--- src/twsrm_pkg.sv ---
// ----------------------------------------------------------------------------
// Two-wire sensor register master package
// Shared types, register indexes and reset values for the serial master.
// ----------------------------------------------------------------------------
package twsrm_pkg;

   localparam int unsigned CSR_WIDTH       = 16;
   localparam int unsigned CSR_INDEX_WIDTH = 2;

   // Configuration register indexes.
   localparam logic [CSR_INDEX_WIDTH-1:0] CSR_PHASE_TICKS       = 2'd0;
   localparam logic [CSR_INDEX_WIDTH-1:0] CSR_TURNAROUND_TICKS  = 2'd1;
   localparam logic [CSR_INDEX_WIDTH-1:0] CSR_RESYNC_HOLD_TICKS = 2'd2;

   localparam logic [CSR_WIDTH-1:0] PHASE_TICKS_RESET       = 16'd2;
   localparam logic [CSR_WIDTH-1:0] TURNAROUND_TICKS_RESET  = 16'd5;
   localparam logic [CSR_WIDTH-1:0] RESYNC_HOLD_TICKS_RESET = 16'd100;

   // Request action codes.
   localparam logic [1:0] ACT_TICK   = 2'd0;
   localparam logic [1:0] ACT_WRITE  = 2'd1;
   localparam logic [1:0] ACT_READ   = 2'd2;
   localparam logic [1:0] ACT_RESYNC = 2'd3;

   typedef enum logic [2:0] {
      PH_IDLE    = 3'd0,
      PH_LOW     = 3'd1,
      PH_HIGH    = 3'd2,
      PH_TURN    = 3'd3,
      PH_RS_PRE  = 3'd4,
      PH_RS_LOW  = 3'd5,
      PH_RS_POST = 3'd6
   } phase_type;

   typedef struct packed {
      logic [CSR_WIDTH-1:0] phase_ticks;
      logic [CSR_WIDTH-1:0] turnaround_ticks;
      logic [CSR_WIDTH-1:0] resync_hold_ticks;
   } cfg_type;

   typedef struct packed {
      logic       clock_line;
      logic       data_line_out;
      logic       data_drive_enable;
      logic       busy_res;
      logic       done_res;
      logic [7:0] read_byte;
   } result_type;

endpackage

--- src/twsrm_if.sv ---
// ----------------------------------------------------------------------------
// Two-wire sensor register master channels
// Valid/ready request and response channels of the serial master.
// ----------------------------------------------------------------------------
interface twsrm_req_if;
   logic       valid;
   logic       ready;
   logic [1:0] action;
   logic [6:0] reg_address;
   logic [7:0] write_byte;
   logic       data_line_in;

   modport source (output valid, action, reg_address, write_byte, data_line_in,
                   input ready);
   modport sink (input valid, action, reg_address, write_byte, data_line_in,
                 output ready);
endinterface

interface twsrm_rsp_if;
   logic       valid;
   logic       ready;
   logic       clock_line;
   logic       data_line_out;
   logic       data_drive_enable;
   logic       busy_res;
   logic       done_res;
   logic [7:0] read_byte;

   modport source (output valid, clock_line, data_line_out, data_drive_enable,
                   busy_res, done_res, read_byte, input ready);
   modport sink (input valid, clock_line, data_line_out, data_drive_enable,
                 busy_res, done_res, read_byte, output ready);
endinterface

--- src/two_wire_sensor_register_master_top.sv ---
// ----------------------------------------------------------------------------
// Two-wire sensor register master
// Pin-level master for a clock plus bidirectional data serial link, one
// timing tick per request.
//
//   channel   direction  handshake          contents
//   req_ch    in         valid/ready        action, address, write byte, pin
//   rsp_ch    out        valid/ready        pin levels, busy, done, read byte
//   csr_*     in         write enable only  phase, turnaround, resync hold
//
// Every request is one tick and gives one response; a request is taken in
// every cycle while the response register is empty or being drained.
// The path from request to response register runs through the combinational
// phase sequencer; the response register decouples the two sides.
// Reset is synchronous: the link goes idle with the clock line high and the
// registers return to 2, 5 and 100 ticks.
// A stalled response holds the request side until it is taken.
// ----------------------------------------------------------------------------
module two_wire_sensor_register_master_top (
   input  logic                                  clock,
   input  logic                                  reset,
   twsrm_req_if.sink                             req_ch,
   twsrm_rsp_if.source                           rsp_ch,
   input  logic                                  csr_write_enable,
   input  logic [twsrm_pkg::CSR_INDEX_WIDTH-1:0] csr_index,
   input  logic [twsrm_pkg::CSR_WIDTH-1:0]       csr_write_data
);

   twsrm_pkg::cfg_type    cfg_ff;
   twsrm_pkg::result_type result;
   twsrm_pkg::result_type rsp_data_ff;
   logic                  rsp_valid_ff;
   logic                  req_accept;

   always_ff @(posedge clock) begin
      if (reset) begin
         cfg_ff.phase_ticks       <= twsrm_pkg::PHASE_TICKS_RESET;
         cfg_ff.turnaround_ticks  <= twsrm_pkg::TURNAROUND_TICKS_RESET;
         cfg_ff.resync_hold_ticks <= twsrm_pkg::RESYNC_HOLD_TICKS_RESET;
      end else if (csr_write_enable) begin
         unique case (csr_index)
            twsrm_pkg::CSR_PHASE_TICKS:       cfg_ff.phase_ticks       <= csr_write_data;
            twsrm_pkg::CSR_TURNAROUND_TICKS:  cfg_ff.turnaround_ticks  <= csr_write_data;
            twsrm_pkg::CSR_RESYNC_HOLD_TICKS: cfg_ff.resync_hold_ticks <= csr_write_data;
            default: begin
            end
         endcase
      end
   end

   assign req_ch.ready = !rsp_valid_ff || rsp_ch.ready;
   assign req_accept   = req_ch.valid && req_ch.ready;

   twsrm_engine u_engine (
      .clock        (clock),
      .reset        (reset),
      .step_en      (req_accept),
      .action       (req_ch.action),
      .reg_address  (req_ch.reg_address),
      .write_byte   (req_ch.write_byte),
      .data_line_in (req_ch.data_line_in),
      .cfg          (cfg_ff),
      .result       (result)
   );

   always_ff @(posedge clock) begin
      if (reset) begin
         rsp_valid_ff <= 1'b0;
      end else if (req_accept) begin
         rsp_valid_ff <= 1'b1;
      end else if (rsp_ch.ready) begin
         rsp_valid_ff <= 1'b0;
      end
   end

   always_ff @(posedge clock) begin
      if (req_accept) begin
         rsp_data_ff <= result;
      end
   end

   assign rsp_ch.valid             = rsp_valid_ff;
   assign rsp_ch.clock_line        = rsp_data_ff.clock_line;
   assign rsp_ch.data_line_out     = rsp_data_ff.data_line_out;
   assign rsp_ch.data_drive_enable = rsp_data_ff.data_drive_enable;
   assign rsp_ch.busy_res          = rsp_data_ff.busy_res;
   assign rsp_ch.done_res          = rsp_data_ff.done_res;
   assign rsp_ch.read_byte         = rsp_data_ff.read_byte;

endmodule

--- src/twsrm_engine.sv ---
// ----------------------------------------------------------------------------
// Two-wire sensor register master engine
// Phase sequencer, tick counter and shift registers; advances one tick per
// accepted request and presents the pin levels of that tick.
// ----------------------------------------------------------------------------
module twsrm_engine (
   input  logic                   clock,
   input  logic                   reset,
   input  logic                   step_en,
   input  logic [1:0]             action,
   input  logic [6:0]             reg_address,
   input  logic [7:0]             write_byte,
   input  logic                   data_line_in,
   input  twsrm_pkg::cfg_type     cfg,
   output twsrm_pkg::result_type  result
);

   twsrm_pkg::phase_type phase_ff, phase_in;
   logic [1:0]  operation_ff, operation_in;
   logic [4:0]  bit_count_ff, bit_count_in;
   logic [15:0] tick_count_ff, tick_count_in;
   logic [15:0] shift_out_ff, shift_out_in;
   logic [7:0]  shift_in_ff, shift_in_in;
   logic        clock_level_ff, clock_level_in;
   logic        data_level_ff, data_level_in;

   always_ff @(posedge clock) begin
      if (reset) begin
         phase_ff       <= twsrm_pkg::PH_IDLE;
         operation_ff   <= twsrm_pkg::ACT_TICK;
         bit_count_ff   <= '0;
         tick_count_ff  <= '0;
         shift_out_ff   <= '0;
         shift_in_ff    <= '0;
         clock_level_ff <= 1'b1;
         data_level_ff  <= 1'b0;
      end else if (step_en) begin
         phase_ff       <= phase_in;
         operation_ff   <= operation_in;
         bit_count_ff   <= bit_count_in;
         tick_count_ff  <= tick_count_in;
         shift_out_ff   <= shift_out_in;
         shift_in_ff    <= shift_in_in;
         clock_level_ff <= clock_level_in;
         data_level_ff  <= data_level_in;
      end
   end

   always_comb begin
      twsrm_pkg::phase_type cur;
      logic        receiving;
      logic        drive;
      logic        busy;
      logic        done;
      logic [15:0] len;
      logic [16:0] tick_next;

      phase_in       = phase_ff;
      operation_in   = operation_ff;
      bit_count_in   = bit_count_ff;
      tick_count_in  = tick_count_ff;
      shift_out_in   = shift_out_ff;
      shift_in_in    = shift_in_ff;
      clock_level_in = clock_level_ff;
      data_level_in  = data_level_ff;
      drive          = 1'b1;
      busy           = 1'b0;
      done           = 1'b0;
      len            = 16'd1;
      tick_next      = '0;

      // A start command is taken only while idle; its tick is the first one.
      if (phase_ff == twsrm_pkg::PH_IDLE && action != twsrm_pkg::ACT_TICK) begin
         operation_in  = action;
         bit_count_in  = '0;
         tick_count_in = '0;
         unique case (action)
            twsrm_pkg::ACT_WRITE: begin
               shift_out_in = {1'b1, reg_address, write_byte};
               phase_in     = twsrm_pkg::PH_LOW;
            end
            twsrm_pkg::ACT_READ: begin
               shift_out_in = {1'b0, reg_address, 8'h00};
               phase_in     = twsrm_pkg::PH_LOW;
            end
            default: begin
               phase_in = twsrm_pkg::PH_RS_PRE;
            end
         endcase
      end

      receiving = (operation_in == twsrm_pkg::ACT_READ) &&
                  (bit_count_in[4] || bit_count_in[3]);
      cur = phase_in;

      if (cur != twsrm_pkg::PH_IDLE) begin
         busy = 1'b1;
         unique case (cur)
            twsrm_pkg::PH_LOW: begin
               clock_level_in = 1'b0;
               drive          = !receiving;
               len            = cfg.phase_ticks;
            end
            twsrm_pkg::PH_HIGH: begin
               clock_level_in = 1'b1;
               drive          = !receiving;
               // Driven data changes on the rising edge, the first high tick.
               if (!receiving && tick_count_in == 16'd0) begin
                  data_level_in = shift_out_in[15];
               end
               len = cfg.phase_ticks;
            end
            twsrm_pkg::PH_TURN: begin
               clock_level_in = 1'b1;
               drive          = 1'b0;
               len            = cfg.turnaround_ticks;
            end
            twsrm_pkg::PH_RS_LOW: begin
               clock_level_in = 1'b0;
               len            = cfg.phase_ticks;
            end
            default: begin
               clock_level_in = 1'b1;
               len            = cfg.resync_hold_ticks;
            end
         endcase
         if (len == 16'd0) begin
            len = 16'd1;
         end

         // The 17-bit count also covers the wrap of a full 16-bit count.
         tick_next = {1'b0, tick_count_in} + 17'd1;
         if (tick_next >= {1'b0, len}) begin
            tick_count_in = '0;
            unique case (cur)
               twsrm_pkg::PH_LOW: begin
                  phase_in = twsrm_pkg::PH_HIGH;
               end
               twsrm_pkg::PH_HIGH: begin
                  shift_out_in = {shift_out_in[14:0], receiving & data_line_in};
                  bit_count_in = bit_count_in + 5'd1;
                  if (bit_count_in[4]) begin
                     if (operation_in == twsrm_pkg::ACT_READ) begin
                        shift_in_in = shift_out_in[7:0];
                     end
                     phase_in = twsrm_pkg::PH_IDLE;
                     done     = 1'b1;
                  end else if (operation_in == twsrm_pkg::ACT_READ &&
                               bit_count_in == 5'd8 &&
                               cfg.turnaround_ticks != 16'd0) begin
                     phase_in = twsrm_pkg::PH_TURN;
                  end else begin
                     phase_in = twsrm_pkg::PH_LOW;
                  end
               end
               twsrm_pkg::PH_TURN: begin
                  phase_in = twsrm_pkg::PH_LOW;
               end
               twsrm_pkg::PH_RS_PRE: begin
                  phase_in = twsrm_pkg::PH_RS_LOW;
               end
               twsrm_pkg::PH_RS_LOW: begin
                  phase_in = twsrm_pkg::PH_RS_POST;
               end
               default: begin
                  phase_in = twsrm_pkg::PH_IDLE;
                  done     = 1'b1;
               end
            endcase
         end else begin
            tick_count_in = tick_next[15:0];
         end
      end else begin
         clock_level_in = 1'b1;
      end

      result.clock_line        = clock_level_in;
      result.data_line_out     = data_level_in;
      result.data_drive_enable = drive;
      result.busy_res          = busy;
      result.done_res          = done;
      result.read_byte         = shift_in_in;
   end

endmodule

--- src/flat_wrapper.sv ---
// flat-port wrapper written by rule: the top's interface ports become plain ports
module two_wire_sensor_register_master_top_flat 
  (clock, reset, csr_write_enable, csr_index, csr_write_data, req_ch_valid, req_ch_action, req_ch_reg_address, req_ch_write_byte, req_ch_data_line_in, req_ch_ready, rsp_ch_valid, rsp_ch_clock_line, rsp_ch_data_line_out, rsp_ch_data_drive_enable, rsp_ch_busy_res, rsp_ch_done_res, rsp_ch_read_byte, rsp_ch_ready);
  twsrm_req_if req_ch_i ();
  twsrm_rsp_if rsp_ch_i ();
  input  logic clock;
  input  logic reset;
  input  logic csr_write_enable;
  input  logic [twsrm_pkg::CSR_INDEX_WIDTH-1:0] csr_index;
  input  logic [twsrm_pkg::CSR_WIDTH-1:0] csr_write_data;
  input wire logic [$bits(req_ch_i.valid)-1:0] req_ch_valid;
  input wire logic [$bits(req_ch_i.action)-1:0] req_ch_action;
  input wire logic [$bits(req_ch_i.reg_address)-1:0] req_ch_reg_address;
  input wire logic [$bits(req_ch_i.write_byte)-1:0] req_ch_write_byte;
  input wire logic [$bits(req_ch_i.data_line_in)-1:0] req_ch_data_line_in;
  output wire logic [$bits(req_ch_i.ready)-1:0] req_ch_ready;
  output wire logic [$bits(rsp_ch_i.valid)-1:0] rsp_ch_valid;
  output wire logic [$bits(rsp_ch_i.clock_line)-1:0] rsp_ch_clock_line;
  output wire logic [$bits(rsp_ch_i.data_line_out)-1:0] rsp_ch_data_line_out;
  output wire logic [$bits(rsp_ch_i.data_drive_enable)-1:0] rsp_ch_data_drive_enable;
  output wire logic [$bits(rsp_ch_i.busy_res)-1:0] rsp_ch_busy_res;
  output wire logic [$bits(rsp_ch_i.done_res)-1:0] rsp_ch_done_res;
  output wire logic [$bits(rsp_ch_i.read_byte)-1:0] rsp_ch_read_byte;
  input wire logic [$bits(rsp_ch_i.ready)-1:0] rsp_ch_ready;
  assign req_ch_i.valid = req_ch_valid;
  assign req_ch_i.action = req_ch_action;
  assign req_ch_i.reg_address = req_ch_reg_address;
  assign req_ch_i.write_byte = req_ch_write_byte;
  assign req_ch_i.data_line_in = req_ch_data_line_in;
  assign req_ch_ready = req_ch_i.ready;
  assign rsp_ch_valid = rsp_ch_i.valid;
  assign rsp_ch_clock_line = rsp_ch_i.clock_line;
  assign rsp_ch_data_line_out = rsp_ch_i.data_line_out;
  assign rsp_ch_data_drive_enable = rsp_ch_i.data_drive_enable;
  assign rsp_ch_busy_res = rsp_ch_i.busy_res;
  assign rsp_ch_done_res = rsp_ch_i.done_res;
  assign rsp_ch_read_byte = rsp_ch_i.read_byte;
  assign rsp_ch_i.ready = rsp_ch_ready;
  two_wire_sensor_register_master_top u_core (.clock(clock), .reset(reset), .req_ch(req_ch_i), .rsp_ch(rsp_ch_i), .csr_write_enable(csr_write_enable), .csr_index(csr_index), .csr_write_data(csr_write_data));
endmodule
--- config.mk ---
export PLATFORM = sky130hd
export DESIGN_NAME = two_wire_sensor_register_master_top_flat
export DESIGN_NICKNAME = d
export VERILOG_FILES = /design/src/twsrm_pkg.sv /design/src/twsrm_if.sv /design/src/two_wire_sensor_register_master_top.sv /design/src/twsrm_engine.sv /design/src/flat_wrapper.sv
export SDC_FILE = /design/constraint.sdc
export NUM_CORES = 1
export LEC_CHECK = 0
export ABC_AREA = 0
export BUFFER_PORTS_ARGS = -buffer_cell sky130_fd_sc_hd__buf_4
export CELL_PAD_IN_SITES_DETAIL_PLACEMENT = 1
export CELL_PAD_IN_SITES_GLOBAL_PLACEMENT = 2
export CORE_MARGIN = 1.5
export CORE_UTILIZATION = 32
export DETAILED_ROUTE_END_ITERATION = 6
export PLACE_DENSITY_LB_ADDON = 0.1
export SKIP_LAST_GASP = 1
export SYNTH_ARGS = -nofsm -noshare
export SYNTH_HDL_FRONTEND = slang
export SYNTH_SLANG_ARGS = --single-unit
--- constraint.sdc ---
create_clock -name clock -period 4.4 [get_ports clock]
set_clock_uncertainty 0.1 [all_clocks]
set_input_delay 0.66 -clock clock [delete_from_list [all_inputs] [get_ports clock]]
set_output_delay 0.66 -clock clock [all_outputs]
set_load 0.05 [all_outputs]
==> Implementation_results.wiki, run 1 <==
{| class="wikitable"
! Metric !! Value
|-
| Die boundary height || 137 µm
|-
| Distinct cell type count of the synthesized netlist || 54
|-
| MaxCap Viol Count || 0
|-
| Post-synthesis xor/xnor area fraction || under 10%
|-
| Gpl congestion || between 0.8 and 0.9
|-
| Number of H-tree levels || 4
|-
| Clock Sink Count || between 100 and 150
|-
| CTS clock-pin slew for the worst setup and hold paths || 60 ps
|-
| Signed area change from the synthesized netlist to the final layout || 30.1%
|-
| Dominant synthesized flop cell || sky130_fd_sc_hd__dfxtp_1
|-
| Post-Synthesis Net Count || 785
|-
| Rows || 48
|-
| Final Max Slew Viols || 0
|-
| Top-level I/O count || between 50 and 60
|-
| Maximum number of pins on one net before global-route repair || 84
|-
| Number of global-route vias before repair || roughly 5700
|-
| IR drop worst, VDD || 0.265 mV
|-
| FMAX || between 200 and 250 MHz
|-
| Initial antenna violation count || 0
|-
| Required @ worst endpoint || about 4700 ps
|-
| Diode insertion count for antenna repair || 0
|-
| Cts bufs inserted || 17
|-
| Starting DRC count in detailed routing || between 400 and 500
|-
| Worst Hold Slack || 343 ps
|-
| Violated checks || DRC
|-
| Effective utilization at floorplan || between 30% and 40%
|-
| Width of the chip || roughly 140 µm
|-
| Clock Tree Buf Depth || 2
|-
| DRC || 1
|-
| Clock root cell || sky130_fd_sc_hd__clkbuf_16
|-
| Number of endpoints failing setup at the final stage || 0
|-
| Post-synthesis instance total || 721
|-
| Syn Area/Cell || between 7 and 8 µm²
|-
| Critical Path Start Type || input pin
|-
| Commonest cells after routing, fill and taps aside || sky130_fd_sc_hd__nand2_1 (165), sky130_fd_sc_hd__buf_4 (112), sky130_fd_sc_hd__dfxtp_1 (100), sky130_fd_sc_hd__a21oi_1 (99), sky130_fd_sc_hd__nor2_1 (44)
|-
| Share of synthesized area occupied by flip-flops and latches || roughly two fifths
|-
| Largest fanout on the critical path || 16
|-
| Routed wirelength normalized by instance count || 18.8 µm
|-
| Setup Crit Path Kind || in2reg
|-
| PD cells || between 300 and 400 mW/mm²
|-
| Die Area || roughly 0.019 mm²
|-
| Synthesized area || 0.00575 mm²
|-
| I/O Buffers || 55
|-
| Flops & latches, synth || 113
|-
| Number of vias in the routed layout || about 5700
|-
| Wire length of the first global-routing pass || around 31000 µm
|-
| Synthesized-area fraction occupied by adder cells || 5.01%
|-
| Simple-Gate Fraction of Synth Area || between 20 and 30%
|-
| Combinational family with the most area after synthesis || simple AND/OR/NAND/NOR gates
|-
| Grt ovf || 0
|-
| Total instance count after detailed placement || 1011
|-
| Routed Antenna Nets || 0
|-
| Yosys warns || 0
|-
| Via density || between 5 and 6
|-
| Run status || complete, but fails checks
|-
| TritonCTS clock tree || yes
|-
| Share of cell area taken by muxes after synthesis || less than 1%
|-
| Most common library cell in the layout ignoring fill and taps || sky130_fd_sc_hd__nand2_1
|-
| Worst min-delay path class || in2reg
|-
| First-pass detailed-route iteration total || 7
|-
| Detailed Route WL || between 15000 and 20000 µm
|-
| Area of the placeable core || 0.0174 mm²
|-
| FFs w/ async S/R, synth || 0%
|-
| Number of synthesized flops with an enable pin || 13
|-
| Rel. slew slack || roughly 25%
|-
| Leakage dissipation || 2.93 nW
|-
| Clock latency on the worst-skew pair || between 400 and 500 ps
|-
| Number of inserted filler cells in the final layout || 2087
|-
| Detailed-placement wirelength estimate || between 10000 and 15000 µm
|-
| Final net count || approximately 900
|-
| Final worst path period share || a little over nine tenths
|-
| Number of non-filler instances in the completed layout || around 1100
|-
| Global Route Usage Sum || 21.8%
|-
| Clock period minus final worst setup slack || about 4200 ps
|-
| Share of the synthesized area in compound gates (AO/OA/AOI/OAI) || between 15 and 20%
|-
| Slew at the pin closest to its max-slew limit || around 1100 ps
|-
| Worst Path Arrival || 4450 ps
|-
| Total count of hold-check failures in the final report || 0
|-
| Type of element capturing the critical path || register
|-
| Fraction of layout instances using a drive strength above 1 || between 20% and 30%
|}
-- layout make-up --
| cell class | instances | area (µm²) | share of cell area, % |
|---|---|---|---|
| flip-flops and latches | 113 | 2390 | 32.0 |
| multi-input cells | 557 | 3280 | 43.8 |
| clock buffers | 17 | 425 | 5.69 |
| inverters | 8 | 30.0 | 0.402 |
| well taps | 225 | 282 | 3.76 |
| clock inverters | 15 | 159 | 2.12 |
| repair buffers | 116 | 912 | 12.2 |
-- layer usage --
layer	vias to the layer above	part of all wire, %	track usage [%]	routed length (µm)
met5	-	0	0	0
met3	18	3.3	4.74	649
met1	2834	49	30.2	9660
met4	0	0.77	5.26	151
li1	2760	-	-	-
met2	102	47	34.4	9270
-- state kept, by name, summed over array words and instances (netlist names), 2 cells and up --
signal and count:
u_core.u_engine.shift_in_ff 8, u_core.rsp_ch.read_byte 8, u_core.u_engine.tick_count_ff 16, u_core.u_engine.operation_ff 2, u_core.u_engine.phase_ff 3, u_core.u_engine.bit_count_ff 5, u_core.u_engine.shift_out_ff 16, u_core.cfg_ff 48
-- worst max-delay path: stages --
cell	delay (ps)
sky130_fd_sc_hd__buf_4	110
sky130_fd_sc_hd__inv_1	110
sky130_fd_sc_hd__ha_4	230
sky130_fd_sc_hd__nand2b_4	90
sky130_fd_sc_hd__a21oi_4	70
sky130_fd_sc_hd__o21a_4	260
sky130_fd_sc_hd__a222oi_1	500
sky130_fd_sc_hd__nand4_1	150
sky130_fd_sc_hd__or4_1	480
sky130_fd_sc_hd__nand2_1	90
sky130_fd_sc_hd__ha_1	230
sky130_fd_sc_hd__inv_1	70
sky130_fd_sc_hd__a21oi_1	70
sky130_fd_sc_hd__o311ai_2	310
sky130_fd_sc_hd__and3_4	280
sky130_fd_sc_hd__buf_12	160
sky130_fd_sc_hd__nand2_1	80
sky130_fd_sc_hd__or3_1	350
sky130_fd_sc_hd__a21oi_2	140
-- power breakdown --
group          internal, mW  leakage [nW]  switching (mW)
clock network         0.838         0.281           0.541
logic                 0.153          1.72           0.246
registers              1.07         0.935          0.0229
total                  2.06          2.93           0.810
-- what timing repair did --
item | CTS | global route
hold buffers | 0 | 0
buffers inserted | 3 | 2
gates resized for setup | 5 | 21
pin swaps | 8 | 12
cloned | 0 | 3
setup endpoints to repair | 20 | 46
-- logic make-up (layout without fill, tap and decap cells) --
| logic type | after synthesis | count (layout) |
|---|---|---|
| adder cells (fa/ha/maj) | 23 | 23 |
| multiplexers | 3 | 3 |
| AO/OA/AOI/OAI | 166 | 167 |
| AND/OR/NAND/NOR | 345 | 347 |
| XOR/XNOR | 17 | 17 |
| buffers and inverters | 54 | 156 |
| flip-flops | 113 | 113 |
-- metrics by stage --
| stage | area, µm² | utilization (%) | setup slack (ps) | setup TNS, ps | power (mW) |
|---|---|---|---|---|---|
| 5_1_grt | 7480 | 42.9 | -27.5 | -71.0 | 2.99 |
| 3_5_place_dp | 6710 | 38.5 | -695 | -24080 | 1.49 |
| 6_report | 7480 | 42.9 | 205 | 0 | 2.87 |
| 4_1_cts | 7330 | 42.1 | 4.42 | 0 | 2.88 |
| 3_3_place_gp | 6710 | 38.5 | -482 | -14600 | 1.48 |
| 2_1_floorplan | 5770 | - | 5.79 | 0 | 1.33 |
-- worst paths after layout --
path,from,endpoint,slack [ps],depth (start not counted)
worst max-delay path,req_ch_action[0],u_core.u_engine.tick_count_ff[11],200,19
worst min-delay path,reset,u_core.rsp_ch.valid,340,2
worst max register to register,u_core.u_engine.phase_ff[0],u_core.u_engine.tick_count_ff[11],390,16
worst min register to register,u_core.u_engine.shift_in_ff[1],u_core.u_engine.shift_in_ff[1],360,2
-- cell usage after synthesis (3+ instances only) --
cell	instances	area share [%]
sky130_fd_sc_hd__nand2b_1	6	0.65
sky130_fd_sc_hd__nor2b_1	6	0.65
sky130_fd_sc_hd__nand4_1	8	0.87
sky130_fd_sc_hd__a22oi_1	3	0.39
sky130_fd_sc_hd__and2_1	3	0.33
sky130_fd_sc_hd__nand3b_1	11	1.4
sky130_fd_sc_hd__ha_1	23	5.0
sky130_fd_sc_hd__xor2_1	11	1.7
sky130_fd_sc_hd__nor4_1	8	0.87
sky130_fd_sc_hd__o21a_1	3	0.39
sky130_fd_sc_hd__and3_1	13	1.4
sky130_fd_sc_hd__a222oi_1	16	2.8
sky130_fd_sc_hd__or4_1	3	0.39
sky130_fd_sc_hd__o211ai_1	3	0.39
sky130_fd_sc_hd__xnor2_1	6	0.91
sky130_fd_sc_hd__buf_6	3	0.59
sky130_fd_sc_hd__a221o_1	10	1.7
sky130_fd_sc_hd__nand3_1	40	3.5
sky130_fd_sc_hd__nand2_1	167	11
sky130_fd_sc_hd__edfxtp_1	13	6.8
sky130_fd_sc_hd__nor2_1	46	3.0
sky130_fd_sc_hd__nor3_1	11	0.96
sky130_fd_sc_hd__inv_1	6	0.39
sky130_fd_sc_hd__clkbuf_1	35	2.3
sky130_fd_sc_hd__a211oi_1	3	0.39
sky130_fd_sc_hd__buf_2	6	0.52
sky130_fd_sc_hd__or2_0	7	0.76
sky130_fd_sc_hd__a21oi_1	101	8.8
sky130_fd_sc_hd__or3_1	4	0.44
sky130_fd_sc_hd__a32o_1	5	0.87
sky130_fd_sc_hd__dfxtp_1	100	35
sky130_fd_sc_hd__o21ai_0	13	1.1
No activity file was read; power rests on OpenSTA's default activity.
==> run 2: changes to the inputs <==
--- a/config.mk
+++ b/config.mk
@@ -10,7 +10,7 @@
 export CELL_PAD_IN_SITES_DETAIL_PLACEMENT = 1
 export CELL_PAD_IN_SITES_GLOBAL_PLACEMENT = 2
 export CORE_MARGIN = 1.5
-export CORE_UTILIZATION = 32
+export CORE_UTILIZATION = 35
 export DETAILED_ROUTE_END_ITERATION = 6
 export PLACE_DENSITY_LB_ADDON = 0.1
 export SKIP_LAST_GASP = 1
==> constraint.sdc (replaced) <==
create_clock -name clock -period 4.05 [get_ports clock]
set_clock_uncertainty 0.1 [all_clocks]
set_input_delay 0.6075 -clock clock [delete_from_list [all_inputs] [get_ports clock]]
set_output_delay 0.6075 -clock clock [all_outputs]
set_load 0.05 [all_outputs]
==> run 2 against run 1 <==
  * The flow finishes with violations (setup timing)
  * Die area fell by 8.4%
  * Global-route usage is 1.4 points higher
  * Wire length rose by 4.5%
  * First-iteration DRC count fell by 8.6%
  * Clock power up 7%
  * Total power rose by 10%
  * Largest cell class unchanged
  * Largest power group unchanged
  * Highest routed layer unchanged
==> Implementation_results.wiki, run 2 (synthesized netlist as in run 1, its figures left out) <==
{| class="wikitable"
! Metric !! Value
|-
| Overall power after layout || about 3.2 mW
|-
| Width of the chip || 131 µm
|-
| Total count of hold-check failures in the final report || 0
|-
| Routed Antenna Nets || 0
|-
| Worst path setup slack after routing || -48.3 ps
|-
| Worst min-delay path class || in2reg
|-
| Grt ovf || 0
|-
| Biggest registers after layout || u_core.cfg_ff x48, u_core.u_engine.shift_out_ff x16, u_core.u_engine.tick_count_ff x16
|-
| First-pass detailed-route iteration total || 6
|-
| Rel. slew slack || between 40% and 50%
|-
| Setup Crit Path Kind || in2reg
|-
| Number of H-tree levels || 4
|-
| Initial antenna violation count || 0
|-
| Number of inserted filler cells in the final layout || 1899
|-
| Top-level I/O count || 56
|-
| Clock Sink Count || roughly 110
|-
| Final net count || 910
|-
| Gpl congestion || ~0.86
|-
| Critical Path Start Type || input pin
|-
| Psw || 888 µW
|-
| Type of element capturing the critical path || register
|-
| Final Max Slew Viols || 0
|-
| Worst Hold Slack || ~320 ps
|-
| Detailed Route WL || just over 20000 µm
|-
| Number of vias in the routed layout || a little under 6000
|-
| Most flop-heavy register || u_core.cfg_ff
|-
| Diode insertion count for antenna repair || 0
|-
| Via density || 5.50
|-
| Switching share of power || 28.1%
|-
| TritonCTS clock tree || yes
|-
| Signed area change from the synthesized netlist to the final layout || 38.1%
|-
| Sequential share of power || between 30% and 40%
|-
| Most common library cell in the layout ignoring fill and taps || sky130_fd_sc_hd__nand2_1
|-
| Worst reg2reg path depth || 18
|-
| Clock period minus final worst setup slack || between 4000 and 5000 ps
|-
| Clock latency on the worst-skew pair || ~420 ps
|-
| Internal power component || approximately 2.3 mW
|-
| Max FFs per register || 48
|-
| Worst Path Arrival || about 4300 ps
|-
| Global Route Usage Sum || between 20% and 30%
|-
| Starting DRC count in detailed routing || between 400 and 500
|-
| IR drop worst, VDD || between 0.2 and 0.3 mV
|-
| Unrepaired setup endpoints after global routing || yes
|-
| Combined area of the multi-input logic cells || 0.00343 mm²
|-
| Share of power burned in combinational logic || between 10% and 20%
|-
| MaxCap Viol Count || 0
|-
| PD cells || between 300 and 400 mW/mm²
|-
| I/O Buffers || 55
|-
| Die Area || 0.0172 mm²
|-
| Total area of sequential cells || approximately 0.0024 mm²
|-
| Routed wirelength normalized by instance count || ~19 µm
|-
| Reg2reg start || u_core.u_engine.phase_ff[0]
|-
| Die boundary height || between 100 and 150 µm
|-
| Violated checks || setup timing
|-
| Rows || 46
|-
| Fraction of layout instances using a drive strength above 1 || between 20% and 30%
|-
| Clk pwr share || between 40 and 50%
|-
| Worst slack at placement || -928 ps
|-
| Launching instance or port of the critical path || req_ch_action[1]
|-
| Run status || complete, but fails checks
|-
| Detailed-placement wirelength estimate || between 10000 and 15000 µm
|-
| CTS clock-pin slew for the worst setup and hold paths || 60 ps
|-
| Flop-to-flop setup slack || 60 ps
|-
| Required @ worst endpoint || 4240 ps
|-
| Largest fanout on the critical path || 8
|-
| FMAX || ~240 MHz
|-
| Final worst path period share || 101%
|-
| DRC || 0
|-
| Crit Reg-Reg Endpoint || u_core.u_engine.shift_in_ff[0]
|-
| Leakage dissipation || roughly 3.1 nW
|-
| Timing endpoint of the critical path || u_core.u_engine.shift_in_ff[0]
|-
| Area of the placeable core || 0.0159 mm²
|-
| Number of endpoints failing setup at the final stage || 9
|-
| Clock Tree Buf Depth || 2
|-
| Commonest cells after routing, fill and taps aside || sky130_fd_sc_hd__nand2_1 (157), sky130_fd_sc_hd__buf_4 (136), sky130_fd_sc_hd__dfxtp_1 (100), sky130_fd_sc_hd__a21oi_1 (93)
|-
| Maximum number of pins on one net before global-route repair || between 50 and 60
|-
| Slew at the pin closest to its max-slew limit || ~850 ps
|-
| Wire length of the first global-routing pass || between 30000 and 40000 µm
|-
| Clock root cell || sky130_fd_sc_hd__clkbuf_16
|-
| Effective utilization at floorplan || a little over a third
|-
| Cts bufs inserted || 17
|-
| Number of global-route vias before repair || 6082
|}
[run 2: critical path: stages]
cell                       delay, ps
sky130_fd_sc_hd__buf_12           90
sky130_fd_sc_hd__inv_12           30
sky130_fd_sc_hd__ha_4            240
sky130_fd_sc_hd__nand2b_4         90
sky130_fd_sc_hd__a21oi_4          60
sky130_fd_sc_hd__buf_6           140
sky130_fd_sc_hd__o21a_2          280
sky130_fd_sc_hd__a222oi_1        380
sky130_fd_sc_hd__buf_4           190
sky130_fd_sc_hd__nand3_1          60
sky130_fd_sc_hd__or4_1           510
sky130_fd_sc_hd__nand2_1          90
sky130_fd_sc_hd__ha_1            130
sky130_fd_sc_hd__inv_2            40
sky130_fd_sc_hd__a21oi_2         130
sky130_fd_sc_hd__o311ai_2        110
sky130_fd_sc_hd__and3_4          200
sky130_fd_sc_hd__buf_8           130
sky130_fd_sc_hd__buf_4           130
sky130_fd_sc_hd__or3_4           400
sky130_fd_sc_hd__a32oi_1         190
sky130_fd_sc_hd__nor2_1           60
[run 2: final cells by class]
cell class | count | share of cell area [%]
clock inverter | 14 | 1.77
inverter | 8 | 0.662
multi-input combinational | 557 | 43.2
clock buffer | 18 | 5.41
sequential | 113 | 30.1
timing repair buffer | 149 | 15.4
tap | 216 | 3.40
[run 2: per-layer routing]
metal	wire length, µm	up-vias	track usage, %	part of all wire, %
met4	231	0	6.30	1.1
met5	0	-	0	0
met2	10300	114	39.4	50
met1	9410	2958	30.0	46
met3	669	16	4.40	3.2
li1	-	2825	-	-
[run 2: power groups by stage]
| stage | combinational (mW) | clock, mW | sequential (mW) |
|---|---|---|---|
| floorplan | 0.222 | 0 | 1.23 |
| global placement | 0.418 | 0 | 1.21 |
| detailed placement | 0.431 | 0 | 1.21 |
| CTS | 0.470 | 1.49 | 1.19 |
| global route | 0.544 | 1.53 | 1.19 |
| finish | 0.507 | 1.47 | 1.19 |
[run 2: metrics by stage]
step           cells  util (%)  cell area (µm²)  setup TNS, ps
4_1_cts         1062      47.8             7620          -59.2
3_5_place_dp    1011      42.9             6840         -45230
3_3_place_gp    1011      42.9             6840         -37390
6_report        1075      49.8             7940           -267
5_1_grt         1075      49.8             7940          -6400
2_1_floorplan    721         -             5860          -79.7
[run 2: worst min-delay path by stage]
stage               slack (ps)                      startpoint  depth (start not counted)                             end
floorplan                  330  u_core.u_engine.shift_in_ff[7]                          2  u_core.u_engine.shift_in_ff[7]
global placement           340  u_core.u_engine.shift_in_ff[7]                          2  u_core.u_engine.shift_in_ff[7]
detailed placement         350  u_core.u_engine.shift_in_ff[6]                          2  u_core.u_engine.shift_in_ff[6]
CTS                        310               csr_write_data[0]                          3               u_core.cfg_ff[16]
global route               330               csr_write_data[0]                          3               u_core.cfg_ff[16]
finish                     320               csr_write_data[0]                          3               u_core.cfg_ff[16]
[run 2: what timing repair did]
| action | CTS | global route |
|---|---|---|
| gates cloned | 1 | 6 |
| setup buffers | 18 | 8 |
| hold endpoints to repair | 0 | 0 |
| setup endpoints to repair | 57 | 57 |
| pin swaps | 18 | 45 |
| hold buffers | 0 | 0 |
| gates resized for setup | 17 | 49 |
